## src/design/range_class_tokenizer_top_defines.svh

```systemverilog
// Assertion macros for the range class tokenizer.
`ifndef RANGE_CLASS_TOKENIZER_TOP_DEFINES_SVH
`define RANGE_CLASS_TOKENIZER_TOP_DEFINES_SVH

`ifndef ASSERT_OFF
`define RCT_ASSERT(lbl, clk, rst_n, prop, msg) \
  lbl: assert property (@(posedge clk) disable iff (!rst_n) prop) else $error(msg);
`define RCT_ASSERT_DEF(lbl, prop, msg) \
  `RCT_ASSERT(lbl, clk_i, rst_ni, prop, msg)
`else
`define RCT_ASSERT(lbl, clk, rst_n, prop, msg)
`define RCT_ASSERT_DEF(lbl, prop, msg)
`endif

`endif

```

## src/design/rct_pkg.sv

```systemverilog
`timescale 1ns / 1ps
`default_nettype none
package rct_pkg;

  localparam int unsigned RANGE_PAIRS_MAX = 8;
  localparam int unsigned BOUNDS_W = 8 * RANGE_PAIRS_MAX;
  localparam int unsigned PAIRS_W = 4;
  localparam int unsigned COUNT_W = 16;
  localparam int unsigned CFG_IDX_W = 2;
  localparam int unsigned CFG_DATA_W = 64;
  localparam int unsigned IN_TDATA_W = 8;
  localparam int unsigned OUT_TDATA_W = 32;

  localparam logic [BOUNDS_W-1:0] DEFAULT_BOUNDS = 64'h0000_0B09_0D0A_0C20;
  localparam logic [PAIRS_W-1:0] DEFAULT_PAIRS = 4'd6;
  localparam logic [COUNT_W-1:0] COUNT_MAX = '1;

  localparam logic [CFG_IDX_W-1:0] REG_RANGE_LOW = 2'd0;
  localparam logic [CFG_IDX_W-1:0] REG_RANGE_HIGH = 2'd1;
  localparam logic [CFG_IDX_W-1:0] REG_PAIRS_USED = 2'd2;

  typedef struct packed {
    logic [7:0] char_byte;
    logic       no_char;
    logic       end_of_string;
    logic       is_delimiter;
  } rct_item_t;

endpackage
`default_nettype wire

```

## src/design/rct_front.sv

```systemverilog
`timescale 1ns / 1ps
`default_nettype none
module rct_front (
  input  logic                          clk_i,
  input  logic                          rst_ni,
  input  logic                          cfg_we_i,
  input  logic [rct_pkg::CFG_IDX_W-1:0] cfg_idx_i,
  input  logic [rct_pkg::CFG_DATA_W-1:0] cfg_data_i,
  input  logic [7:0]                    char_byte_i,
  input  logic                          no_char_i,
  input  logic                          end_of_string_i,
  output rct_pkg::rct_item_t            item_o
);
  import rct_pkg::*;

  logic [BOUNDS_W-1:0] low_q, low_d;
  logic [BOUNDS_W-1:0] high_q, high_d;
  logic [PAIRS_W-1:0]  pairs_q, pairs_d;
  logic [RANGE_PAIRS_MAX-1:0] hit;

  always_comb begin
    low_d   = low_q;
    high_d  = high_q;
    pairs_d = pairs_q;
    if (cfg_we_i) begin
      unique case (cfg_idx_i)
        REG_RANGE_LOW:  low_d = cfg_data_i[BOUNDS_W-1:0];
        REG_RANGE_HIGH: high_d = cfg_data_i[BOUNDS_W-1:0];
        REG_PAIRS_USED: pairs_d = cfg_data_i[PAIRS_W-1:0];
        default: ;
      endcase
    end
  end

  always_ff @(posedge clk_i or negedge rst_ni) begin
    if (!rst_ni) begin
      low_q   <= DEFAULT_BOUNDS;
      high_q  <= DEFAULT_BOUNDS;
      pairs_q <= DEFAULT_PAIRS;
    end else begin
      low_q   <= low_d;
      high_q  <= high_d;
      pairs_q <= pairs_d;
    end
  end

  // pair k active while k < pairs used; counts above the maximum enable all
  always_comb begin
    for (int k = 0; k < RANGE_PAIRS_MAX; k++) begin
      hit[k] = (PAIRS_W'(k) < pairs_q)
            && (char_byte_i >= low_q[8*k +: 8])
            && (char_byte_i <= high_q[8*k +: 8]);
    end
  end

  always_comb begin
    item_o.char_byte     = char_byte_i;
    item_o.no_char       = no_char_i;
    item_o.end_of_string = end_of_string_i;
    item_o.is_delimiter  = |hit;
  end

endmodule
`default_nettype wire

```

## src/design/rct_queue.sv

```systemverilog
`timescale 1ns / 1ps
`default_nettype none
`include "range_class_tokenizer_top_defines.svh"
module rct_queue (
  input  logic               clk_i,
  input  logic               rst_ni,
  input  logic               push_i,
  input  rct_pkg::rct_item_t push_item_i,
  output logic               full_o,
  input  logic               pop_i,
  output logic               empty_o,
  output rct_pkg::rct_item_t pop_item_o
);
  import rct_pkg::*;

  rct_item_t  slot_q [2];
  logic       wr_ptr_q, wr_ptr_d;
  logic       rd_ptr_q, rd_ptr_d;
  logic [1:0] count_q, count_d;
  logic       do_push, do_pop;

  assign full_o     = count_q[1];
  assign empty_o    = (count_q == 2'd0);
  assign do_push    = push_i && !full_o;
  assign do_pop     = pop_i && !empty_o;
  assign pop_item_o = slot_q[rd_ptr_q];

  always_comb begin
    wr_ptr_d = wr_ptr_q ^ do_push;
    rd_ptr_d = rd_ptr_q ^ do_pop;
    count_d  = count_q + {1'b0, do_push} - {1'b0, do_pop};
  end

  always_ff @(posedge clk_i or negedge rst_ni) begin
    if (!rst_ni) begin
      wr_ptr_q <= 1'b0;
      rd_ptr_q <= 1'b0;
      count_q  <= 2'd0;
    end else begin
      wr_ptr_q <= wr_ptr_d;
      rd_ptr_q <= rd_ptr_d;
      count_q  <= count_d;
    end
  end

  always_ff @(posedge clk_i) begin
    if (do_push) begin
      slot_q[wr_ptr_q] <= push_item_i;
    end
  end

  `RCT_ASSERT_DEF(a_count_bound, count_q != 2'd3, "queue count exceeds depth")
  `RCT_ASSERT_DEF(a_ptr_gap, (count_q == 2'd1) |-> (wr_ptr_q != rd_ptr_q), "pointer gap mismatch")

endmodule
`default_nettype wire

```

## src/design/rct_back.sv

```systemverilog
`timescale 1ns / 1ps
`default_nettype none
`include "range_class_tokenizer_top_defines.svh"
module rct_back (
  input  logic               clk_i,
  input  logic               rst_ni,
  input  logic               empty_i,
  input  rct_pkg::rct_item_t item_i,
  output logic               pop_o,
  output logic               m_valid_o,
  input  logic               m_ready_i,
  output logic [7:0]         byte_out_o,
  output logic               is_delimiter_o,
  output logic               token_start_o,
  output logic               token_closed_o,
  output logic [rct_pkg::COUNT_W-1:0] token_number_o,
  output logic               empty_result_o,
  output logic               string_done_o
);
  import rct_pkg::*;

  logic               inside_q, inside_d;
  logic [COUNT_W-1:0] count_q, count_d;
  logic               valid_q, valid_d;
  logic [7:0]         byte_q;
  logic [COUNT_W-1:0] number_q;
  logic               delim_q, start_q, closed_q, empty_q, done_q;
  logic               delim, start, closed, in_next;
  logic [COUNT_W-1:0] cnt_next;
  logic               pop_last;

  assign pop_o    = !empty_i && (!valid_q || m_ready_i);
  assign pop_last = pop_o && item_i.end_of_string;

  always_comb begin
    delim    = !item_i.no_char && item_i.is_delimiter;
    start    = !item_i.no_char && !item_i.is_delimiter && !inside_q;
    cnt_next = (start && count_q != COUNT_MAX) ? count_q + 1'b1 : count_q;
    in_next  = item_i.no_char ? inside_q : !item_i.is_delimiter;
    closed   = (delim && inside_q) || (item_i.end_of_string && in_next);
    inside_d = inside_q;
    count_d  = count_q;
    valid_d  = valid_q && !m_ready_i;
    if (pop_o) begin
      valid_d  = 1'b1;
      inside_d = item_i.end_of_string ? 1'b0 : in_next;
      count_d  = item_i.end_of_string ? '0 : cnt_next;
    end
  end

  always_ff @(posedge clk_i or negedge rst_ni) begin
    if (!rst_ni) begin
      inside_q <= 1'b0;
      count_q  <= '0;
      valid_q  <= 1'b0;
    end else begin
      inside_q <= inside_d;
      count_q  <= count_d;
      valid_q  <= valid_d;
    end
  end

  always_ff @(posedge clk_i) begin
    if (pop_o) begin
      byte_q   <= item_i.no_char ? 8'd0 : item_i.char_byte;
      delim_q  <= delim;
      start_q  <= start;
      closed_q <= closed;
      number_q <= cnt_next;
      empty_q  <= item_i.end_of_string && (cnt_next == '0);
      done_q   <= item_i.end_of_string;
    end
  end

  assign byte_out_o     = byte_q;
  assign token_number_o = number_q;
  assign m_valid_o      = valid_q;
  assign is_delimiter_o = delim_q;
  assign token_start_o  = start_q;
  assign token_closed_o = closed_q;
  assign empty_result_o = empty_q;
  assign string_done_o  = done_q;

  `RCT_ASSERT_DEF(a_start_counts, valid_q && start_q |-> number_q != '0, "start with zero count")
  `RCT_ASSERT_DEF(a_string_reset, pop_last |=> !inside_q && count_q == '0, "state not cleared")
  `RCT_ASSERT_DEF(a_start_excl, valid_q |-> !(start_q && (delim_q || empty_q)), "start on delimiter")

endmodule
`default_nettype wire

```

## src/design/range_class_tokenizer_top.sv

```systemverilog
// Results pass through the queue and the output register to the master side.
// Throughput: one byte per cycle sustained while m_axis_tready is high; the front
// classifies in the accept cycle, a 2-entry queue decouples it from the back end.
// Reset: asynchronous, active low; clears token state, queue and output valid,
// and loads the whitespace range set (space, FF, LF, CR, TAB, VT) with 6 pairs.
`timescale 1ns / 1ps
`default_nettype none
module range_class_tokenizer_top (
  input  logic                           clk_i,
  input  logic                           rst_ni,
  input  logic                           cfg_we_i,
  input  logic [rct_pkg::CFG_IDX_W-1:0]  cfg_idx_i,
  input  logic [rct_pkg::CFG_DATA_W-1:0] cfg_data_i,
  input  logic                           s_axis_tvalid,
  output logic                           s_axis_tready,
  input  logic [rct_pkg::IN_TDATA_W-1:0] s_axis_tdata,  // char_byte
  input  logic                           s_axis_tuser,  // no_char
  input  logic                           s_axis_tlast,  // end_of_string
  output logic                           m_axis_tvalid,
  input  logic                           m_axis_tready,
  // byte_out[7:0], token_start[8], token_closed[9], token_number[25:10],
  // empty_result[26], zero[31:27]
  output logic [rct_pkg::OUT_TDATA_W-1:0] m_axis_tdata,
  output logic                           m_axis_tuser,  // is_delimiter
  output logic                           m_axis_tlast   // string_done
);
  import rct_pkg::*;

  rct_item_t          front_item, queue_item;
  logic               q_full, q_empty, q_pop;
  logic [7:0]         byte_out;
  logic               token_start, token_closed, empty_result;
  logic [COUNT_W-1:0] token_number;

  assign s_axis_tready = !q_full;

  rct_front u_front (
    .clk_i           (clk_i),
    .rst_ni          (rst_ni),
    .cfg_we_i        (cfg_we_i),
    .cfg_idx_i       (cfg_idx_i),
    .cfg_data_i      (cfg_data_i),
    .char_byte_i     (s_axis_tdata),
    .no_char_i       (s_axis_tuser),
    .end_of_string_i (s_axis_tlast),
    .item_o          (front_item)
  );

  rct_queue u_queue (
    .clk_i       (clk_i),
    .rst_ni      (rst_ni),
    .push_i      (s_axis_tvalid),
    .push_item_i (front_item),
    .full_o      (q_full),
    .pop_i       (q_pop),
    .empty_o     (q_empty),
    .pop_item_o  (queue_item)
  );

  rct_back u_back (
    .clk_i          (clk_i),
    .rst_ni         (rst_ni),
    .empty_i        (q_empty),
    .item_i         (queue_item),
    .pop_o          (q_pop),
    .m_valid_o      (m_axis_tvalid),
    .m_ready_i      (m_axis_tready),
    .byte_out_o     (byte_out),
    .is_delimiter_o (m_axis_tuser),
    .token_start_o  (token_start),
    .token_closed_o (token_closed),
    .token_number_o (token_number),
    .empty_result_o (empty_result),
    .string_done_o  (m_axis_tlast)
  );

  assign m_axis_tdata = {5'd0, empty_result, token_number, token_closed, token_start, byte_out};

endmodule
`default_nettype wire

```

## config.mk

```make
export PLATFORM = sky130hd
export DESIGN_NAME = range_class_tokenizer_top
export DESIGN_NICKNAME = d
export VERILOG_FILES = /design/src/design/rct_pkg.sv /design/src/design/rct_front.sv /design/src/design/rct_queue.sv /design/src/design/rct_back.sv /design/src/design/range_class_tokenizer_top.sv
export VERILOG_INCLUDE_DIRS = /design/src /design/src/design
export SDC_FILE = /design/constraint.sdc
export NUM_CORES = 1
export LEC_CHECK = 0
export ABC_AREA = 0
export BUFFER_PORTS_ARGS = -buffer_cell sky130_fd_sc_hd__buf_4
export CAP_MARGIN = 20
export CORE_ASPECT_RATIO = 0.75
export CORE_MARGIN = 3
export CORE_UTILIZATION = 42
export CTS_BUF_LIST = sky130_fd_sc_hd__clkbuf_8
export DETAILED_ROUTE_END_ITERATION = 8
export PLACE_DENSITY = 0.59
export RECOVER_POWER = 50
export SLEW_MARGIN = 10
export SYNTH_ARGS = -nofsm -noshare
export SYNTH_HDL_FRONTEND = slang
export SYNTH_SLANG_ARGS = --single-unit
```

## constraint.sdc

```tcl
create_clock -name clk_i -period 3.34 [get_ports clk_i]
set_input_delay 0.668 -clock clk_i [delete_from_list [all_inputs] [get_ports clk_i]]
set_output_delay 0.668 -clock clk_i [all_outputs]
set_load 0.01 [all_outputs]
```

==> impl_metrics.toml, run 1 <==
[global_routing]
grt.total_usage = 0.1853
overflow = 0
grt_max_degree = 121
antenna_found_initial = 0
grt_pass1_wl_mm = 42.66
grt_pass1_vias = 7801

[logic_synthesis]
synth_warnings = 0
netlist_area_um2 = 11090
synth_area_per_cell_um2 = 11.10
synth_edf_count = 51
synth_flop_cell = "dfrtp_1"
ys_types = 56
ys_seq_area_frac = 0.4889
async_reset_ff_frac = 0.7512
yosys_register_bits = 205
syn_inst = 999

[floorplan]
initial_core_util = 0.4354
die_height_um = 146.7
die-area_um2 = 28400
num_io_pins = 117
die_w_um = 193.6
num_rows = 50
core_area_um2 = 25460

[clock_tree]
clkTransAtPathRegs_ns = 0.06
root_buffer = "clkbuf_8"
cts_sinks = 205
ctsHoldBuffers = 0
numCtsBuffers = 36
htree_levels = 2
post_cts_buffers = 0
cts_tree = "yes"
clockBufferDepth = 3
cts_resized = 0
clkLatencyLatePin_ns = 0.54

[detailed_routing]
drtIter0Drc = 364
postRouteAntennaNets = 0
vias = 7678
dr.pass1.iters = 4
via_per_inst = 5.146
drt_wl_total_mm = 26.00
drc = 0
post_drt_wl_per_cell_um = 17.43

[timing]
worst_slack_ns = 0.5695
rsz0062_at_grt = "no"
tightest_slew_ns = 2.272
tns_ns = 0
min_period_over_period = 0.8295
post-route-min-period_ns = 2.770
slew_headroom = -0.5145
setup_violations = 0
fin_skew_ns = 0.03304
hold_viol_final = 0
fmax_ghz = 0.3609
maxSlewViolCount = 249

[finish]
antenna_cells = 0
fillerInstances = 2354
nets = 1341
most-common-layout-cells = "151 x inv_1, 133 x ha_1, 126 x dfrtp_1, 111 x buf_4, 85 x o21ai_0"
drive_above_1_share = 0.2392
final_common_cell = "inv_1"
syn2layout_area_growth_pct = 16.45

[setup_path]
cp.arrival_ns = 3.14
worstPathMaxFanout = 8
crit_type = "reg2reg"
cp-start-kind = "flip-flop"
crit_required_ns = 3.71
end_kind = "flip-flop"

[min_path]
min-delay-path-class = "in2reg"

[placed_design]
gp_congestion = 0.8171
dpl.hpwl_mm = 17.78
portBuffers = 111
preCtsSetupSlack_ns = 0.3685

[power]
max-vdd-ir-drop_mv = 0.3041
fin_total_pwr_mw = 7.727
p_leak_nw = 6.146
p_per_area_nw_per_um2 = 598.5

[outcome]
status = "finished with violations"
violations = "max-capacitance violations, max-slew violations"

[flow_run]
drv_cap = 3
## power breakdown
group	switching, mW	leakage (nW)	internal, mW
clock	1.04	0.409	1.11
sequential	0.230	2.33	3.21
combinational	1.17	3.40	0.971
## metal layers
layer	global-route usage	wire length [um]
met3	0.03943	1378
met2	0.2669	10820
met5	0	0
met1	0.2871	13460
met4	0.03903	336
## layout make-up
class,instances,area [um2],area share
sequential,205,5420,0.4198
multi-input combinational,631,5017,0.3886
timing repair buffer,121,892.1,0.06910
clock buffer,40,550.5,0.04264
inverter,132,495.5,0.03838
tap,338,422.9,0.03276
clock inverter,25,112.6,0.008722
## final timing paths
kind                                              start                              end  slack [ns]  cells after the start
max                         u_back.inside_q$_DFFE_PN0P_  u_back.empty_result_o$_DFFE_PP_        0.57                      7
min                                      cfg_data_i[57]    u_front.low_q[57]$_DFFE_PN0P_        0.35                      3
max reg2reg                 u_back.inside_q$_DFFE_PN0P_  u_back.empty_result_o$_DFFE_PP_        0.57                      7
min reg2reg                u_queue.count_q[0]$_DFF_PN0_       u_back.m_valid_o$_DFF_PN0_        0.50                      2
max in group asynchronous                        rst_ni   u_front.high_q[15]$_DFFE_PN0P_        1.20                      2
min in group asynchronous                        rst_ni   u_front.high_q[13]$_DFFE_PN0P_        0.56                      1
## synthesized netlist by cell type (3+ instances only)
library cell,n,area (um2)
a2111oi_0,4,35.03
a211oi_1,8,60.06
a21o_1,21,157.7
a21oi_1,38,190.2
a22o_1,8,70.07
and2_1,3,18.77
and3_1,4,25.02
buf_4,8,60.06
clkbuf_1,26,97.59
dfrtp_1,126,3153
dfstp_2,28,735.7
edfxtp_1,51,1531
ha_1,133,1664
inv_1,132,495.5
mux2_2,78,878.3
mux2i_1,11,110.1
nand2_1,78,292.8
nand2b_1,11,68.82
nand3_1,9,45.04
nand3b_1,3,22.52
nand4_1,32,200.2
nor2_1,20,75.07
nor2b_1,9,56.30
nor3_1,3,15.01
nor4_1,3,18.77
o2111ai_1,3,26.28
o211ai_1,7,52.55
o21a_1,6,45.04
o21ai_0,85,425.4
o22ai_1,3,18.77
or3_1,3,18.77
xnor2_1,10,87.58
xor2_1,5,43.79
## cell families after synthesis
family,synth area share
DFF,0.4889
AOI/OAI and AO/OA,0.1117
and+or+nand+nor,0.08667
buffers and inverters,0.05993
adders and majority gates,0.1501
muxes,0.09051
xor gates and xnor gates,0.01185
other,0.0003382
## per-stage QoR
step	std cells	utilization	hold WS (ns)	area [um2]
finish	1492	0.5071	0.3513	12910
detailed placement	1427	0.4835	0.4897	12310
floorplan	1003	-	0.3724	11100
global route	1492	0.5071	0.3248	12910
CTS	1492	0.5095	0.1287	12970
global placement	1427	0.4835	0.4880	12310
## flip-flops by register name, summed over array words and instances (netlist names)
signal and flops:
u_back.token_start_o 1, u_queue.wr_ptr_q 1, u_queue.rd_ptr_q 1, u_back.m_valid_o 1, u_back.empty_result_o 1, u_back.inside_q 1, u_front.pairs_q 4, u_back.is_delimiter_o 1
u_front.high_q 64, u_back.byte_out_o 8, u_back.token_closed_o 1, u_queue.slot_q 22, u_queue.count_q 2, u_back.string_done_o 1, u_back.count_q 16, u_back.token_number_o 16
u_front.low_q 64
## critical path: stages, from the launching register on
cell and delay (ns):
dfrtp_1 0.42, or4b_1 0.58, a211oi_4 0.40, nand4_1 0.20, xnor2_1 0.24, a211o_1 0.34, nor4_1 0.19, nor4b_2 0.22
Power figures use the tool's default switching activity.
==> run 2: changes to the inputs <==
==> constraint.sdc (replaced) <==
create_clock -name clk_i -period 2.7 [get_ports clk_i]
set_input_delay 0.54 -clock clk_i [delete_from_list [all_inputs] [get_ports clk_i]]
set_output_delay 0.54 -clock clk_i [all_outputs]
set_load 0.01 [all_outputs]
==> run 2 against run 1 <==
Effect of this change:
- worst setup slack worse by 0.61 ns
- critical endpoint is now u_queue.slot_q[1][0]$_DFFE_PP_
- final cell count is 2.5% higher
- sequential cell count stayed put
- the flow finishes with violations (max-capacitance violations, max-slew violations, negative setup slack)
- sequential share of layout area is 0.96 points lower
- wire length is 1.3% higher
==> impl_metrics.toml, run 2 (same netlist as run 1, synthesis figures left out) <==
[outcome]
status = "finished with violations"
violations = "max-capacitance violations, max-slew violations, negative setup slack"

[timing]
maxSlewViolCount = 186
setup_violations = 2
rsz0062_at_grt = "yes"
post-route-min-period_ns = 2.736
min_period_over_period = 1.013
fmax_ghz = 0.3655
fin_skew_ns = 0.009807
tightest_slew_ns = 2.009
holdWs_ns = 0.2322
hold_viol_final = 0
slew_headroom = -0.3392
worst_slack_ns = -0.03566

[finish]
syn2layout_area_growth_pct = 19.17
finish.utilization = 0.5189
drive_above_1_share = 0.2594
fin_cells = 1529
final_common_cell = "inv_1"
fillerInstances = 2342
largest_registers = "u_front.high_q (64), u_front.low_q (64), u_queue.slot_q (22)"
most-common-layout-cells = "151 x inv_1, 137 x buf_4, 133 x ha_1, 126 x dfrtp_1, 85 x o21ai_0"
antenna_cells = 0
nets = 1377

[placed_design]
numPlacedInstances = 1455
portBuffers = 111
gp_congestion = 0.8224
dpl.hpwl_mm = 18.74

[detailed_routing]
drc = 0
post_drt_wl_per_cell_um = 17.23
drt_wl_total_mm = 26.34
via_per_inst = 5.135
postRouteAntennaNets = 0
drtIter0Drc = 378
dr.pass1.iters = 4
vias = 7851

[setup_path]
end_kind = "flip-flop"
crit_type = "in2reg"
worstPathMaxFanout = 13
cp-start-kind = "input pin"
cp.arrival_ns = 2.97
crit_required_ns = 2.93

[clock_tree]
clockBufferDepth = 3
clkLatencyLatePin_ns = 0.51
root_buffer = "clkbuf_8"
clkTransAtPathRegs_ns = 0.06
htree_levels = 2
cts_sinks = 205
cts_tree = "yes"
numCtsBuffers = 36

[floorplan]
die-area_um2 = 28400
num_io_pins = 117
num_rows = 50
initial_core_util = 0.4354
die_w_um = 193.6
die_height_um = 146.7
core_area_um2 = 25460

[power]
max-vdd-ir-drop_mv = 0.4003
p_per_area_nw_per_um2 = 732.2
fin_total_pwr_mw = 9.674
p_leak_nw = 6.302

[global_routing]
antenna_found_initial = 0
grt_max_degree = 121
grtUsageMet3 = 0.03714
grt-busiest-layer = "met1"
use_met2 = 0.2636
grt.total_usage = 0.1857
grt_pass1_wl_mm = 42.75
met1_usage = 0.2908
overflow = 0
grt_pass1_vias = 7826

[flow_run]
drv_cap = 2

[min_path]
min-delay-path-class = "in2reg"
## run 2: cell types whose count changed in the layout (fill, tap and decap cells not counted), moves of 2 or more
cell,delta
xor2_2,+2
xor2_1,-2
clkbuf_1,+7
buf_4,+26
## run 2: cell type report
cell class / count / area, um2 / area share
sequential: 205 / 5420 / 0.4102
multi-input combinational: 631 / 5047 / 0.3820
timing repair buffer: 157 / 1142 / 0.08646
clock buffer: 40 / 550.5 / 0.04167
inverter: 132 / 495.5 / 0.03750
tap: 338 / 422.9 / 0.03201
clock inverter: 26 / 133.9 / 0.01013
## run 2: critical path, cell delays in order
cell and delay [ns]:
clkbuf_1 0.74, ha_1 0.39, nand4_1 0.13, nor2_1 0.08, a211oi_1 0.24, nor2_1 0.09
a2111oi_0 0.56, nand4_1 0.19
## run 2: final timing paths
| path | endpoint | slack [ns] | start | depth (start not counted) |
|---|---|---|---|---|
| setup / recovery | u_queue.slot_q[1][0]$_DFFE_PP_ | -0.04 | s_axis_tdata[7] | 8 |
| hold / removal | u_front.low_q[57]$_DFFE_PN0P_ | 0.23 | cfg_data_i[57] | 3 |
| setup reg to reg | u_back.empty_result_o$_DFFE_PP_ | 0.06 | u_back.inside_q$_DFFE_PN0P_ | 8 |
| hold reg to reg | u_front.high_q[42]$_DFFE_PN0P_ | 0.50 | u_front.high_q[42]$_DFFE_PN0P_ | 1 |
| max in group asynchronous | u_front.high_q[50]$_DFFE_PN0P_ | 0.35 | rst_ni | 3 |
| min in group asynchronous | u_front.high_q[14]$_DFFE_PN0P_ | 0.86 | rst_ni | 2 |
## run 2: what timing repair did
item,4_1_cts,5_1_grt
gates resized for setup,0,7
hold buffers,1,0
endpoints found under the hold margin,32,0
setup buffers,0,7
endpoints found under the setup margin,0,1
## run 2: per-stage QoR
step / TNS [ns] / instance area (um2) / worst slack (ns)
finish: -0.07051 / 13210 / -0.03566
detailed placement: -0.5212 / 12530 / -0.2606
CTS: 0 / 13230 / 0.04294
global placement: -0.2753 / 12530 / -0.1377
floorplan: 0 / 11100 / 0.1642
global route: -0.2979 / 13210 / -0.08286
## run 2: per-layer routing
layer  part of all wire  vias up
met5                  0        -
met4              0.016        0
met3              0.054       35
met2               0.41      193
met1               0.52     3778
li1                   -     3845
## run 2: where the power goes
part | internal, mW | leakage (nW) | switching (mW)
combinational | 1.24 | 3.55 | 1.46
clock | 1.46 | 0.414 | 1.27
sequential | 3.97 | 2.33 | 0.279
==> run 3: changes to the inputs <==
==> constraint.sdc (replaced) <==
create_clock -name clk_i -period 3 [get_ports clk_i]
set_input_delay 0.6 -clock clk_i [delete_from_list [all_inputs] [get_ports clk_i]]
set_output_delay 0.6 -clock clk_i [all_outputs]
set_load 0.01 [all_outputs]
==> run 3 against run 2 <==
Effect of this change:
- final area down 1.3%
- highest routed layer unchanged
- clock skew up 0.0094 ns
- worst setup slack better by 0.25 ns
- largest cell class unchanged
- critical endpoint is now u_back.empty_result_o$_DFFE_PP_
- utilization down 0.66 points
- the flow finishes with violations (max-capacitance violations, max-slew violations)
- die area unchanged
- critical path depth down 1
- first-iteration DRC count up 4.0%
==> impl_metrics.toml, run 3 (same netlist as run 1, synthesis figures left out) <==
[finish]
finish.utilization = 0.5123
final_common_cell = "inv_1"
fillerInstances = 2332
nets = 1345
syn2layout_area_growth_pct = 17.66
multi_input_comb_area_um2 = 5017
regArea_um2 = 5420
most-common-layout-cells = "140 x inv_1, 133 x ha_1, 126 x dfrtp_1, 113 x buf_4, 85 x o21ai_0"
drive_above_1_share = 0.2487
largest_registers = "u_front.high_q (64), u_front.low_q (64), u_queue.slot_q (22)"
antenna_cells = 0

[detailed_routing]
vias = 7668
postRouteAntennaNets = 0
dr.pass1.iters = 5
post_drt_wl_per_cell_um = 17.41
drt_wl_total_mm = 26.05
drtIter0Drc = 393
via_per_inst = 5.126
drc = 0

[flow_run]
drv_cap = 3

[min_path]
holdPathStages = 3
min-delay-path-class = "in2reg"

[global_routing]
overflow = 0
grt_pass1_wl_mm = 42.15
grt_pass1_vias = 7724
grt.total_usage = 0.1843
antenna_found_initial = 0
grt_max_degree = 121

[timing]
fmax_ghz = 0.3585
tightest_slew_ns = 2.236
rsz0062_at_grt = "no"
fin_skew_ns = 0.01917
min_period_over_period = 0.9299
tns_ns = 0
setup_violations = 0
worst_slack_ns = 0.2103
maxSlewViolCount = 249
hold_viol_final = 0
post-route-min-period_ns = 2.790
slew_headroom = -0.4908

[outcome]
violations = "max-capacitance violations, max-slew violations"
status = "finished with violations"

[power]
max-vdd-ir-drop_mv = 0.4079
fin_total_pwr_mw = 8.918
p_leak_nw = 6.177
p_per_area_nw_per_um2 = 683.7

[floorplan]
die-area_um2 = 28400
num_rows = 50
num_io_pins = 117
die_height_um = 146.7
core_area_um2 = 25460
die_w_um = 193.6
initial_core_util = 0.4354

[setup_path]
path_depth = 7
crit_buf_inv = 0
end_kind = "flip-flop"
critical_path.most_common_cell = "nand4_1"
slowest_stage = "or4b_1"
worstPathMaxFanout = 8
crit_required_ns = 3.35
cp_cell_sequence = "or4b_1 -> a211oi_4 -> and3_1 -> nand4_1 -> xor2_1 -> nand4_1 -> nor4b_2"
critPathTopFamily = "simple AND/OR/NAND/NOR gates"
cp.arrival_ns = 3.14
cp-start-kind = "flip-flop"
max_stage_delay_ns = 0.60
crit_type = "reg2reg"
rr_worst_depth = 7

[clock_tree]
htree_levels = 2
root_buffer = "clkbuf_8"
clkLatencyLatePin_ns = 0.53
ctsHoldBuffers = 0
post_cts_buffers = 0
cts_sinks = 205
clkTransAtPathRegs_ns = 0.06
numCtsBuffers = 35
cts_resized = 0
clockBufferDepth = 3
cts_tree = "yes"

[placed_design]
gp_congestion = 0.8094
portBuffers = 111
preCtsSetupSlack_ns = 0.05261
dpl.hpwl_mm = 17.93
==> run 3: changes by cell type in the layout (fill, tap and decap cells not counted), moves of 2 or more <==
cell,change
clkbuf_8,+12
clkbuf_1,-4
buf_4,-24
inv_1,-11
xor2_2,-2
xor2_1,+2
==> run 3: per-stage QoR <==
stage | hold slack [ns] | area (um2) | std cells
floorplan | 0.3044 | 11100 | 1003
global placement | 0.4877 | 12360 | 1432
detailed placement | 0.4933 | 12360 | 1432
CTS | 0.05642 | 13130 | 1496
global route | 0.2749 | 13050 | 1496
finish | 0.2855 | 13050 | 1496
==> run 3: final timing paths <==
path	startpoint	end	slack [ns]
setup / recovery	u_queue.slot_q[1][2]$_DFFE_PP_	u_back.empty_result_o$_DFFE_PP_	0.21
hold / removal	cfg_data_i[57]	u_front.low_q[57]$_DFFE_PN0P_	0.29
setup reg to reg	u_queue.slot_q[1][2]$_DFFE_PP_	u_back.empty_result_o$_DFFE_PP_	0.21
hold reg to reg	u_front.high_q[33]$_DFFE_PN0P_	u_front.high_q[33]$_DFFE_PN0P_	0.50
max in group asynchronous	rst_ni	u_front.high_q[46]$_DFFE_PN0P_	0.67
min in group asynchronous	rst_ni	u_front.low_q[14]$_DFFE_PN0P_	0.48
==> run 3: area by class of cell <==
cell class | instances | share of cell area
Multi-Input combinational cell | 631 | 0.3846
Clock inverter | 12 | 0.004220
Timing Repair Buffer | 126 | 0.07040
Tap cell | 338 | 0.03242
Clock buffer | 52 | 0.05486
Inverter | 132 | 0.03798
Sequential cell | 205 | 0.4155
==> run 3: layer usage <==
layer | up-vias | routed length [um] | global-route usage
li1 | 3785 | - | -
met4 | 0 | 297 | 0.03867
met1 | 3663 | 13610 | 0.2891
met5 | - | 0 | 0
met2 | 188 | 10630 | 0.2624
met3 | 32 | 1506 | 0.03760
==> run 3: worst reg2reg max path, delay by kind of cell, from the launching register on <==
kind	cells	cell delay, ns
compound gates	1	0.40
xor+xnor	1	0.33
simple gates	5	1.50
flops	1	0.40
==> run 3: power by group <==
part	switching, mW	internal (mW)
Clock	1.17	1.53
Sequential	0.253	3.57
Combinational	1.31	1.09
Total	2.73	6.19
